**src/rtl/srt_pkg.sv**
```systemverilog
`timescale 1ns / 1ps
// ----------------------------------------------------------------------------
// srt_pkg: shared definitions for the segment reassembly tracker
// Opcode, outcome, error and register index codes, reset values of the
// configuration registers and the layout of one transfer table entry.
// ----------------------------------------------------------------------------
package srt_pkg;

    localparam logic [1:0] OP_SEGMENT = 2'd0;
    localparam logic [1:0] OP_FORGET  = 2'd1;
    localparam logic [1:0] OP_CLEAR   = 2'd2;
    localparam logic [1:0] OP_NOP     = 2'd3;

    localparam logic [1:0] OUT_NEED  = 2'd0;
    localparam logic [1:0] OUT_DONE  = 2'd1;
    localparam logic [1:0] OUT_REJ   = 2'd2;
    localparam logic [1:0] OUT_HOUSE = 2'd3;

    localparam logic [1:0] ERR_OK        = 2'd0;
    localparam logic [1:0] ERR_LIMIT     = 2'd1;
    localparam logic [1:0] ERR_MALFORMED = 2'd2;

    localparam logic [1:0] CFG_MAX_XFER = 2'd0;
    localparam logic [1:0] CFG_MAX_OPEN = 2'd1;
    localparam logic [1:0] CFG_BUDGET   = 2'd2;

    localparam logic [31:0] RST_MAX_XFER = 32'd65536;
    localparam logic [4:0]  RST_MAX_OPEN = 5'd16;
    localparam logic [31:0] RST_BUDGET   = 32'd1048576;

    typedef struct packed {
        logic [15:0] chan;
        logic [31:0] request;
        logic [31:0] total;
        logic [31:0] received;
    } t_slot;

endpackage

```
**src/rtl/segment_reassembly_tracker.sv**
```systemverilog
`timescale 1ns / 1ps
// ----------------------------------------------------------------------------
// segment_reassembly_tracker: open-transfer table for segmented messages
// Checks each segment header against limits, contiguity, overrun, the arena
// budget and completion: need-more, complete or rejected. Other opcodes report housekeeping.
//
//  Channel | Handshake               | Payload
//  --------+-------------------------+------------------------------------------
//  input   | i_in_valid / o_in_ready | opcode, channel, tag, flags, offset, sizes
//  output  | o_out_valid/i_out_ready | outcome, error, completed and held bytes
//  config  | i_cfg_we (no wait)      | i_cfg_idx, i_cfg_data
//
// Segment headers and forget-channel commands run the key search, which reads
// one table entry per cycle through a single read port; clear and unknown
// opcodes skip the search.
// Reset is synchronous; it clears all valid bits and the held byte count.
// The table entries themselves are not cleared, so there is no clearing pass.
// A stalled output holds the finished result; the next transaction is taken
// once it has been handed to the output register.
// ----------------------------------------------------------------------------
module segment_reassembly_tracker
    import srt_pkg::*;
#(
    parameter int SLOTS = 16
) (
    input  logic        i_clk,
    input  logic        i_rst_n,

    input  logic        i_cfg_we,
    input  logic [1:0]  i_cfg_idx,
    input  logic [31:0] i_cfg_data,

    input  logic        i_in_valid,
    output logic        o_in_ready,
    input  logic [1:0]  i_opcode,
    input  logic [15:0] i_chan_id,
    input  logic [31:0] i_request_tag,
    input  logic        i_seg_first_flag,
    input  logic        i_seg_more_flag,
    input  logic [31:0] i_seg_start,
    input  logic [31:0] i_declared_total,
    input  logic [15:0] i_payload_bytes,

    output logic        o_out_valid,
    input  logic        i_out_ready,
    output logic [1:0]  o_outcome,
    output logic [1:0]  o_error_code,
    output logic [31:0] o_completed_length,
    output logic [31:0] o_held_total
);

    localparam int IW = (SLOTS > 1) ? $clog2(SLOTS) : 1;
    localparam int CW = $clog2(SLOTS + 1);

    typedef enum logic [2:0] {
        S_IDLE,
        S_SCAN,
        S_EVAL,
        S_CHK,
        S_BUD,
        S_COMMIT,
        S_RESP
    } t_state;

    t_state r_state;

    // Configuration registers.
    logic [31:0] r_max_xfer;
    logic [4:0]  r_max_open;
    logic [31:0] r_budget;

    // Captured transaction.
    logic [1:0]  r_op;
    logic [15:0] r_ch;
    logic [31:0] r_req;
    logic        r_first;
    logic        r_more;
    logic [31:0] r_off;
    logic [31:0] r_total;
    logic [15:0] r_pay;

    // Table state.
    logic [SLOTS-1:0] r_valid;
    logic [31:0]      r_arena;
    t_slot            r_mem [SLOTS];
    t_slot            r_rd;

    // Scan state.
    logic [CW-1:0] r_idx;
    logic          r_rd_live;
    logic [IW-1:0] r_rd_idx;
    logic          r_hit;
    logic [IW-1:0] r_hit_idx;
    logic [31:0]   r_hit_total;
    logic [31:0]   r_hit_rcv;
    logic          r_free_found;
    logic [IW-1:0] r_free_idx;
    logic [CW-1:0] r_count;

    // Selected entry for the checks.
    logic [IW-1:0] r_s_idx;
    logic [31:0]   r_s_total;
    logic [31:0]   r_s_rcv;
    logic          r_s_new;
    logic [31:0]   r_sum;

    // Pending result.
    logic [1:0]  r_res_outcome;
    logic [1:0]  r_res_err;
    logic [31:0] r_res_len;

    // Output register.
    logic        r_out_valid;
    logic [1:0]  r_out_outcome;
    logic [1:0]  r_out_err;
    logic [31:0] r_out_len;
    logic [31:0] r_out_held;

    logic          w_issue;
    logic [IW-1:0] w_rd_addr;
    logic          w_mem_we;
    t_slot         w_mem_wdata;
    logic [32:0]   n_sum;
    logic [32:0]   n_budget_sum;
    logic          w_unseg;
    logic          w_lim;

    assign w_issue   = (r_state == S_SCAN) && (r_idx < CW'(SLOTS));
    assign w_rd_addr = r_idx[IW-1:0];
    assign w_mem_we  = (r_state == S_COMMIT) && r_more;

    assign w_mem_wdata.chan     = r_ch;
    assign w_mem_wdata.request  = r_req;
    assign w_mem_wdata.total    = r_s_total;
    assign w_mem_wdata.received = r_sum;

    assign n_sum        = {1'b0, r_s_rcv} + 33'(r_pay);
    assign n_budget_sum = {1'b0, r_arena} + 33'(r_pay);
    assign w_unseg      = !r_first && !r_more && !r_hit;
    assign w_lim        = r_total > r_max_xfer;

    always_ff @(posedge i_clk) begin
        if (w_mem_we) begin
            r_mem[r_s_idx] <= w_mem_wdata;
        end
        r_rd <= r_mem[w_rd_addr];
    end

    always_ff @(posedge i_clk) begin
        if (!i_rst_n) begin
            r_max_xfer <= RST_MAX_XFER;
            r_max_open <= RST_MAX_OPEN;
            r_budget   <= RST_BUDGET;
        end else if (i_cfg_we) begin
            unique case (i_cfg_idx)
                CFG_MAX_XFER: r_max_xfer <= i_cfg_data;
                CFG_MAX_OPEN: r_max_open <= i_cfg_data[4:0];
                CFG_BUDGET:   r_budget   <= i_cfg_data;
                default: ;
            endcase
        end
    end

    always_ff @(posedge i_clk) begin
        if (!i_rst_n) begin
            r_state     <= S_IDLE;
            r_valid     <= '0;
            r_arena     <= '0;
            r_out_valid <= 1'b0;
            r_rd_live   <= 1'b0;
        end else begin
            if (r_out_valid && i_out_ready && r_state != S_RESP) begin
                r_out_valid <= 1'b0;
            end

            unique case (r_state)
                S_IDLE: begin
                    if (i_in_valid) begin
                        r_op         <= i_opcode;
                        r_ch         <= i_chan_id;
                        r_req        <= i_request_tag;
                        r_first      <= i_seg_first_flag;
                        r_more       <= i_seg_more_flag;
                        r_off        <= i_seg_start;
                        r_total      <= i_declared_total;
                        r_pay        <= i_payload_bytes;
                        r_idx        <= '0;
                        r_rd_live    <= 1'b0;
                        r_hit        <= 1'b0;
                        r_free_found <= 1'b0;
                        r_count      <= '0;
                        r_res_outcome <= OUT_HOUSE;
                        r_res_err     <= ERR_OK;
                        r_res_len     <= '0;
                        unique case (i_opcode) inside
                            OP_SEGMENT, OP_FORGET: r_state <= S_SCAN;
                            OP_CLEAR: begin
                                r_valid <= '0;
                                r_arena <= '0;
                                r_state <= S_RESP;
                            end
                            default: r_state <= S_RESP;
                        endcase
                    end
                end

                S_SCAN: begin
                    r_rd_live <= w_issue;
                    r_rd_idx  <= w_rd_addr;
                    if (w_issue) begin
                        r_idx <= r_idx + CW'(1);
                    end
                    if (r_rd_live) begin
                        if (r_op == OP_FORGET) begin
                            // The forget scan releases each matching entry, one per cycle.
                            if (r_valid[r_rd_idx] && r_rd.chan == r_ch) begin
                                r_arena <= r_arena - r_rd.received;
                                r_valid[r_rd_idx] <= 1'b0;
                            end
                        end else if (r_valid[r_rd_idx]) begin
                            r_count <= r_count + CW'(1);
                            if (!r_hit && r_rd.chan == r_ch && r_rd.request == r_req) begin
                                r_hit       <= 1'b1;
                                r_hit_idx   <= r_rd_idx;
                                r_hit_total <= r_rd.total;
                                r_hit_rcv   <= r_rd.received;
                            end
                        end else if (!r_free_found) begin
                            r_free_found <= 1'b1;
                            r_free_idx   <= r_rd_idx;
                        end
                    end else if (!w_issue) begin
                        r_state <= (r_op == OP_FORGET) ? S_RESP : S_EVAL;
                    end
                end

                S_EVAL: begin
                    if (w_unseg) begin
                        // An unsegmented message never touches the table.
                        r_state <= S_RESP;
                        if (w_lim) begin
                            r_res_outcome <= OUT_REJ;
                            r_res_err     <= ERR_LIMIT;
                        end else if (32'(r_pay) == r_total) begin
                            r_res_outcome <= OUT_DONE;
                            r_res_err     <= ERR_OK;
                            r_res_len     <= r_total;
                        end else begin
                            r_res_outcome <= OUT_REJ;
                            r_res_err     <= ERR_MALFORMED;
                        end
                    end else if (w_lim) begin
                        r_res_outcome <= OUT_REJ;
                        r_res_err     <= ERR_LIMIT;
                        r_state       <= S_RESP;
                    end else if (r_first && !r_hit && r_off == '0) begin
                        if (32'(r_count) >= 32'(r_max_open) || !r_free_found) begin
                            r_res_outcome <= OUT_REJ;
                            r_res_err     <= ERR_LIMIT;
                            r_state       <= S_RESP;
                        end else begin
                            r_s_idx   <= r_free_idx;
                            r_s_total <= r_total;
                            r_s_rcv   <= '0;
                            r_s_new   <= 1'b1;
                            r_state   <= S_CHK;
                        end
                    end else if (!r_first && r_hit && r_total == r_hit_total) begin
                        r_s_idx   <= r_hit_idx;
                        r_s_total <= r_hit_total;
                        r_s_rcv   <= r_hit_rcv;
                        r_s_new   <= 1'b0;
                        r_state   <= S_CHK;
                    end else begin
                        r_res_outcome <= OUT_REJ;
                        r_res_err     <= ERR_MALFORMED;
                        r_state       <= S_RESP;
                    end
                end

                S_CHK: begin
                    if (r_off != r_s_rcv || n_sum > {1'b0, r_s_total}) begin
                        r_arena <= r_arena - r_s_rcv;
                        if (!r_s_new) begin
                            r_valid[r_s_idx] <= 1'b0;
                        end
                        r_res_outcome <= OUT_REJ;
                        r_res_err     <= ERR_MALFORMED;
                        r_state       <= S_RESP;
                    end else begin
                        r_sum   <= n_sum[31:0];
                        r_state <= S_BUD;
                    end
                end

                S_BUD: begin
                    if (n_budget_sum > {1'b0, r_budget}) begin
                        r_arena <= r_arena - r_s_rcv;
                        if (!r_s_new) begin
                            r_valid[r_s_idx] <= 1'b0;
                        end
                        r_res_outcome <= OUT_REJ;
                        r_res_err     <= ERR_LIMIT;
                        r_state       <= S_RESP;
                    end else begin
                        r_state <= S_COMMIT;
                    end
                end

                S_COMMIT: begin
                    r_state <= S_RESP;
                    if (r_more) begin
                        r_arena          <= n_budget_sum[31:0];
                        r_valid[r_s_idx] <= 1'b1;
                        r_res_outcome    <= OUT_NEED;
                        r_res_err        <= ERR_OK;
                    end else begin
                        // The last segment frees the entry whether or not it completes.
                        r_arena <= r_arena - r_s_rcv;
                        if (!r_s_new) begin
                            r_valid[r_s_idx] <= 1'b0;
                        end
                        if (r_sum == r_s_total) begin
                            r_res_outcome <= OUT_DONE;
                            r_res_err     <= ERR_OK;
                            r_res_len     <= r_total;
                        end else begin
                            r_res_outcome <= OUT_REJ;
                            r_res_err     <= ERR_MALFORMED;
                        end
                    end
                end

                S_RESP: begin
                    if (!r_out_valid || i_out_ready) begin
                        r_out_valid   <= 1'b1;
                        r_out_outcome <= r_res_outcome;
                        r_out_err     <= r_res_err;
                        r_out_len     <= r_res_len;
                        r_out_held    <= r_arena;
                        r_state       <= S_IDLE;
                    end
                end

                default: r_state <= S_IDLE;
            endcase
        end
    end

    assign o_in_ready         = (r_state == S_IDLE);
    assign o_out_valid        = r_out_valid;
    assign o_outcome          = r_out_outcome;
    assign o_error_code       = r_out_err;
    assign o_completed_length = r_out_len;
    assign o_held_total       = r_out_held;

endmodule

```
**config.mk**
```make
export PLATFORM = sky130hd
export DESIGN_NAME = segment_reassembly_tracker
export DESIGN_NICKNAME = d
export VERILOG_FILES = /design/src/rtl/srt_pkg.sv /design/src/rtl/segment_reassembly_tracker.sv
export SDC_FILE = /design/constraint.sdc
export NUM_CORES = 2
export LEC_CHECK = 0
export ABC_CLOCK_PERIOD_IN_PS = 9100
export BUFFER_PORTS_ARGS = -buffer_cell sky130_fd_sc_hd__buf_2
export CAP_MARGIN = 10
export CORE_MARGIN = 2
export CORE_UTILIZATION = 45
export CTS_CLUSTER_SIZE = 12
export DETAILED_ROUTE_END_ITERATION = 8
export SYNTH_ARGS = -nofsm -noshare
export SYNTH_HDL_FRONTEND = slang
export SYNTH_SLANG_ARGS = --single-unit
```
**constraint.sdc**
```tcl
create_clock -name i_clk -period 9.1 [get_ports i_clk]
set_input_delay 0 -clock i_clk [delete_from_list [all_inputs] [get_ports i_clk]]
set_output_delay 0 -clock i_clk [all_outputs]
set_load 0.01 [all_outputs]
```
# Word level (Yosys, flattened, before mapping)
# Memories as Yosys holds them, arrays and structs flattened. A register that Yosys moved wholly into a read port is not among the register bits.
# Cells that the tools add are included.
# op_classes
n_eq_ne,41
addsub,6
order_cmp,9
n_reduce_logical,52
muxes,105
bitwise_logic,11
# ops
operator,n
32-bit 2-to-1 mux,20
32-bit one-hot mux with 5 select lines,1
16-bit 2-to-1 mux,9
32-bit == test,3
32-bit one-hot mux with 3 select lines,1
16-bit one-hot mux with 5 select lines,1
32-bit by 16-bit adder with 33-bit output,2
33-bit by 32-bit > comparator with 1-bit output,2
32-bit subtractor,2
2-bit 2-to-1 mux,24
3-bit 2-to-1 mux,11
16-bit bitwise AND,2
16-bit by 32-bit == test with 1-bit output,1
32-bit > comparator,1
32-bit zero test,1
32-bit != test,1
16-bit inverter,2
"2-bit != test, second input constant",15
6-bit AND reduction,5
5-bit 2-to-1 mux,5
3-bit one-hot mux with 7 select lines,1
2-bit one-hot mux with 5 select lines,2
5-bit one-hot mux with 2 select lines,2
1-bit 2-to-1 mux,19
34 further kinds,91
# totals
regBits,547
elab_cells,262
n_memories,1
output_inout_bits,70
ramBits,1792
# memory_table
memory,depth,word_bits,rd,rd_clocked_by_memory_dff,write_ports,line,text
r_mem,16,112,1,1,1,segment_reassembly_tracker.sv:85,t_slot r_mem [SLOTS];

# Logic depth before layout (Yosys ltp)
# depth
ltp_word,10
mapped_depth,22

# Worst setup path after synthesis
# Ideal clock, no wire load.
# synth_timing
path_kind,reg2reg
startpoint,register r_state[2]
endpoint,"memory r_mem[0][0] (netlist name), enable pin"
stages_incl_launch_ff,9
setup_slack_ns,-0.938
period_less_slack_ns,10.038
setup_ns,0.722
t_arrival_ns,9.316
cell_sequence,dfxtp_1 -> clkbuf_1 -> inv_1 -> nor2_1 -> and3_1 -> clkbuf_1 -> clkbuf_1 -> nand2_1 -> nor3_1
# synth_via
elab_chain_len,4
# synth_rtl
element,line,text
start: declaration,segment_reassembly_tracker.sv:65,t_state r_state;
start signal: assignment,segment_reassembly_tracker.sv:233,r_state <= (r_op == OP_FORGET) ? S_RESP : S_EVAL;
3-bit == test,segment_reassembly_tracker.sv:130,assign w_mem_we = (r_state == S_COMMIT) && r_more;
1-bit logical AND,segment_reassembly_tracker.sv:130,
1-bit 2-to-1 mux,segment_reassembly_tracker.sv:143,if (w_mem_we) begin
1-bit 2-to-1 mux (not written as such),segment_reassembly_tracker.sv:144,r_mem[r_s_idx] <= w_mem_wdata;
end: declaration,segment_reassembly_tracker.sv:85,
# Every way passes these cells.

# Final worst setup path
# layout_timing
startpoint,register r_pay[1]
endpoint,register r_arena[30]
# layout_via
elab_chain_len,5
# layout_rtl
element,line,text
start: declaration,segment_reassembly_tracker.sv:80,logic [15:0] r_pay;
start signal: assignment,segment_reassembly_tracker.sv:186,r_pay <= i_payload_bytes;
32-bit by 16-bit adder with 33-bit output,segment_reassembly_tracker.sv:137,"assign n_sum = {1'b0, r_s_rcv} + 33'(r_pay);"
via n_sum[29],segment_reassembly_tracker.sv:123,logic [32:0] n_sum;
33-bit by 32-bit > comparator with 1-bit output,segment_reassembly_tracker.sv:282,"if (r_off != r_s_rcv || n_sum > {1'b0, r_s_total}) begin"
1-bit logical OR,segment_reassembly_tracker.sv:282,
2-bit != test (no line),--,
8-bit AND reduction (no line),--,
end signal: assignment,segment_reassembly_tracker.sv:283,r_arena <= r_arena - r_s_rcv;
end signal: assignment,segment_reassembly_tracker.sv:298,r_arena <= r_arena - r_s_rcv;
end signal: assignment,segment_reassembly_tracker.sv:313,r_arena <= n_budget_sum[31:0];
end: declaration,segment_reassembly_tracker.sv:84,logic [31:0] r_arena;
# The timed path passes the listed nets, and every way through them passes these cells.
# A chain may end at the register's enable or synchronous reset.

==> flow_metrics.env <==
export IMPL_ys_ff_latch=2451
export IMPL_placementRows=171
export IMPL_dominant_combinational_cell_family_by_area_after_synthesis="multiplexers"
export IMPL_grt_pass1_vias=54660
export IMPL_ctsResizeCount=0
export IMPL_critical_path_cell_chain="ha_1, a211oi_1, nor2_1, nor4_1, o32a_1, a211oi_1, nor2_1, a21oi_1, nand2_1, xnor2_1, ha_1, a21o_1, a211oi_1, o21ai_0, a2111oi_0, a31oi_1, a2111oi_4, nor3b_4, buf_4, nor2_1, a211o_1"
export IMPL_number_of_routed_nets_with_antenna_violations=0
export IMPL_dieWidth_microns=471.9
export IMPL_worst_setup_path_type="register to register"
export IMPL_dp_hpwl_microns=158700
export IMPL_area_growth_syn_to_layout_pct=17.57
export IMPL_global_route_wire_length_before_repair_microns=389800
export IMPL_hp_start="i_cfg_data[31]"
export IMPL_seq_area_frac_synth_pct=72.34
export IMPL_synthDominantCellAreaShare_pct=67.58
export IMPL_synth_xor_area_share_pct=2.392
export IMPL_cts_hold_buffers_added=367
export IMPL_hp_class="input port to register"
export IMPL_postCtsSetupBuffers=0
export IMPL_cts_sinks=2451
export IMPL_drt_met1_wl_microns=116300
export IMPL_regToRegSetupSlack_ns=2.50
export IMPL_avgRoutedWirePerCell_microns=29.92
export IMPL_critical_path_reg2reg_startpoint="r_pay[1]$_DFFE_PP_"
export IMPL_gp_routability_congestion=0.9469
export IMPL_clockRootBuffer="sky130_fd_sc_hd__clkbuf_16"
export IMPL_setup_total_negative_slack_ns=0
export IMPL_slowest_stage_delay_cp_ns=0.68
export IMPL_timing_final_setup_violations=0
export IMPL_grt_start_max_net_pins=143
export IMPL_yosys_area_share_adder_pct=2.583
export IMPL_unrepaired_setup_endpoints_after_global_routing="false"
export IMPL_max_cap_violations=0
export IMPL_cts_tree="done"
export IMPL_layout_drive_gt1_share_pct=21.76
export IMPL_ys_warnings_count=0
export IMPL_synth_distinct_cells=86
export IMPL_synth_edff_count=2217
export IMPL_synth_compound_gate_area_share_pct=3.964
export IMPL_cp_slowest_cell="sky130_fd_sc_hd__a21oi_1"
export IMPL_cp_data_arrival_time_ns=7.39
export IMPL_num_nets_final=6457
export IMPL_starting_density_of_the_core_pct=45.32
export IMPL_syn_area_per_cell_sq_um=18.65
export IMPL_timing_final_crit_period_ns=6.599
export IMPL_timing_slew_headroom_pct=20.72
export IMPL_numPortBuffers=240
export IMPL_worstHoldPathCells=4
export IMPL_met2_wl_microns=130400
export IMPL_timing_worst_slew_pin_value_ns=1.185
export IMPL_regToRegEndpoint="r_arena[30]$_SDFFE_PN0P_"
export IMPL_htree_levels=5
export IMPL_drt_total_wl_microns=273000
export IMPL_portion_of_netlist_area_occupied_by_mux_cells_pct=13.36
export IMPL_post_route_util_pct=53.28
export IMPL_mappedNetlistArea_sq_um=98510
export IMPL_grt_usage_pct=24.25
export IMPL_postSynth_topFlopCell="sky130_fd_sc_hd__edfxtp_1"
export IMPL_leakage_nw=38.47
export IMPL_vdd_ir_drop_max_mv=0.1729
export IMPL_mappedNetlistNets=5655
export IMPL_syn_instance_count=5283
export IMPL_drt_drc_violations_left=0
export IMPL_final_max_slew_viol_count=0
export IMPL_yosys_area_top_type="sky130_fd_sc_hd__edfxtp_1"
export IMPL_synth_simple_gate_area_share_pct=3.796
export IMPL_clkSlewWorstSetupHoldPaths_ns=0.06
export IMPL_design_die_area_sq_um=222700
export IMPL_timing_final_crit_share_pct=72.51
export IMPL_fmax_mhz=151.5
export IMPL_grt_antenna_before_repair=13
export IMPL_timing_hold_ws_ns=0.08907
export IMPL_run_status="completed"
export IMPL_critPathBufInv=1
export IMPL_worstHoldEndpoint="r_budget[31]$_SDFFE_PN0P_"
export IMPL_detailroute_wirelength_met3_microns=17980
export IMPL_worst_setup_path_start_kind="register"
export IMPL_chip_height_microns=471.9
export IMPL_design_portCount=241
export IMPL_core_area_sq_um=217400
export IMPL_detailedRoute_firstPassIterationCount=6
export IMPL_dpl_cell_area_sq_um=103700
export IMPL_timing_critical_path_required_ns=9.89
export IMPL_synthTopCellsByArea="sky130_fd_sc_hd__edfxtp_1 68%, sky130_fd_sc_hd__mux4_2 13%, sky130_fd_sc_hd__dfxtp_1 4.8%, sky130_fd_sc_hd__ha_1 2.5%, sky130_fd_sc_hd__xnor2_1 1.4%"
export IMPL_vias_per_cell=5.924
export IMPL_timing_critical_path_fanout_max=68
export IMPL_dr_total_vias=54060
export IMPL_final_area_sq_um=115800
export IMPL_clock_insertion_delay_worst_skew_ns=0.92
export IMPL_numCtsBuffers=280
export IMPL_final_hold_violation_count=0
export IMPL_number_of_violations_reported_at_the_end_of_detailed_routing_iteration_0=5575
export IMPL_timing_clock_skew_ns=0.07922
export IMPL_synthArstFlopShare_pct=0
export IMPL_reg2regPathDepth=21
export IMPL_cpLargestDelayFamily="compound AO/OA/AOI/OAI gates"
export IMPL_grt_overflow_total=0
export IMPL_worst_setup_path_end_kind="register"
export IMPL_routed_top_layer="met5"
export IMPL_powerDensity_nw_per_um2=250.1
export IMPL_max_clock_path_buffers=4
## registers in the layout (all words and copies together) (netlist names), 5 cells and up
register / flops
o_completed_length: 32
o_held_total: 32
r_arena: 32
r_budget: 32
r_ch: 16
r_count: 5
r_hit_rcv: 32
r_hit_total: 32
r_idx: 5
r_max_open: 5
r_max_xfer: 32
r_mem: 1792
r_off: 32
r_pay: 16
r_rd: 112
r_req: 32
r_res_len: 32
r_s_rcv: 32
r_s_total: 32
r_sum: 32
r_total: 32
r_valid: 16
## area by class of cell
| class | instances | area [sq um] |
|---|---|---|
| tap | 2854 | 3571 |
| clock inverter | 64 | 494.2 |
| clock buffer | 401 | 7870 |
| timing repair buffer | 727 | 5978 |
| antenna | 3 | 7.507 |
| fill | 16990 | 101600 |
| multi-input combinational | 2425 | 25890 |
| sequential | 2451 | 71260 |
| inverter | 200 | 750.7 |
## through the flow
step	setup WS [ns]	cells	total power, mW
floorplan	1.067	5283	16.87
global placement	2.602	8288	18.52
detailed placement	2.592	8288	18.55
CTS	2.607	9120	29.10
global route	1.977	9122	30.02
finish	2.501	9125	28.97
## worst min-delay path, stage by stage
cell and delay (ns):
sky130_fd_sc_hd__dlygate4sd3_1 0.53, sky130_fd_sc_hd__buf_2 0.16, sky130_fd_sc_hd__nand2_1 0.13, sky130_fd_sc_hd__a21oi_1 0.08
## power by group
group / switching (mW) / internal [mW]
registers: 0.630 / 12.8
logic: 2.89 / 2.16
clock network: 4.29 / 6.17
total: 7.81 / 21.2
## metal layers
layer  vias up  track usage (%)
met2      2151            39.21
met5         -                0
met3       468            3.567
met1     28630            34.29
met4        12            7.252
li1      22800                -
## kinds of logic after synthesis
kind of cell	Yosys count
fa+ha+maj	201
mux	605
compound gates	598
simple gates	752
xor+xnor	269
buf+inv	407
flops	2451
## cells in the mapped netlist, drive strengths merged, types with 9 or more instances
library cell  number
edfxtp          2217
mux4             564
dfxtp            234
nand2            229
a21oi            205
inv              199
ha               197
xnor2            152
nor2             143
clkbuf           141
xor2             117
o21ai            100
nor2b             79
buf               66
nand3             65
nand4             56
a21o              52
nor4              48
mux2              36
nor3              35
o21a              34
a211oi            32
a31oi             28
a21boi            22
and3              18
nand2b            17
a221oi            12
o211ai            12
and2              10
or3               10
a22oi              9
## layout by cell type (no fill, tap or decap), types with 56 or more instances in the layout
cell type and count:
sky130_fd_sc_hd__edfxtp_1 2217, sky130_fd_sc_hd__mux4_2 564, sky130_fd_sc_hd__dlygate4sd3_1 367, sky130_fd_sc_hd__clkbuf_16 287, sky130_fd_sc_hd__buf_2 240, sky130_fd_sc_hd__dfxtp_1 234
sky130_fd_sc_hd__nand2_1 229, sky130_fd_sc_hd__a21oi_1 204, sky130_fd_sc_hd__inv_1 198, sky130_fd_sc_hd__ha_1 197, sky130_fd_sc_hd__xnor2_1 152, sky130_fd_sc_hd__nor2_1 128
sky130_fd_sc_hd__xor2_1 117, sky130_fd_sc_hd__buf_4 104, sky130_fd_sc_hd__o21ai_0 91, sky130_fd_sc_hd__clkbuf_1 88, sky130_fd_sc_hd__nor2b_1 79, sky130_fd_sc_hd__nand3_1 65
sky130_fd_sc_hd__nand4_1 56
## how the worst max path moves through the flow
stage	to	from	slack, ns	depth (start not counted)
after global placement	r_arena[30]$_SDFFE_PN0P_	r_pay[1]$_DFFE_PP_	2.60	21
after detailed placement	r_arena[30]$_SDFFE_PN0P_	r_pay[1]$_DFFE_PP_	2.59	21
final	r_arena[30]$_SDFFE_PN0P_	r_pay[1]$_DFFE_PP_	2.50	21
after global routing	r_arena[30]$_SDFFE_PN0P_	r_pay[2]$_DFFE_PP_	1.98	20
after CTS	r_arena[30]$_SDFFE_PN0P_	r_pay[1]$_DFFE_PP_	2.61	21
after floorplan	o_completed_length[0]$_DFFE_PP_	r_state[1]$_SDFFE_PN0P_	1.07	4
Power figures use the tool's default switching activity.
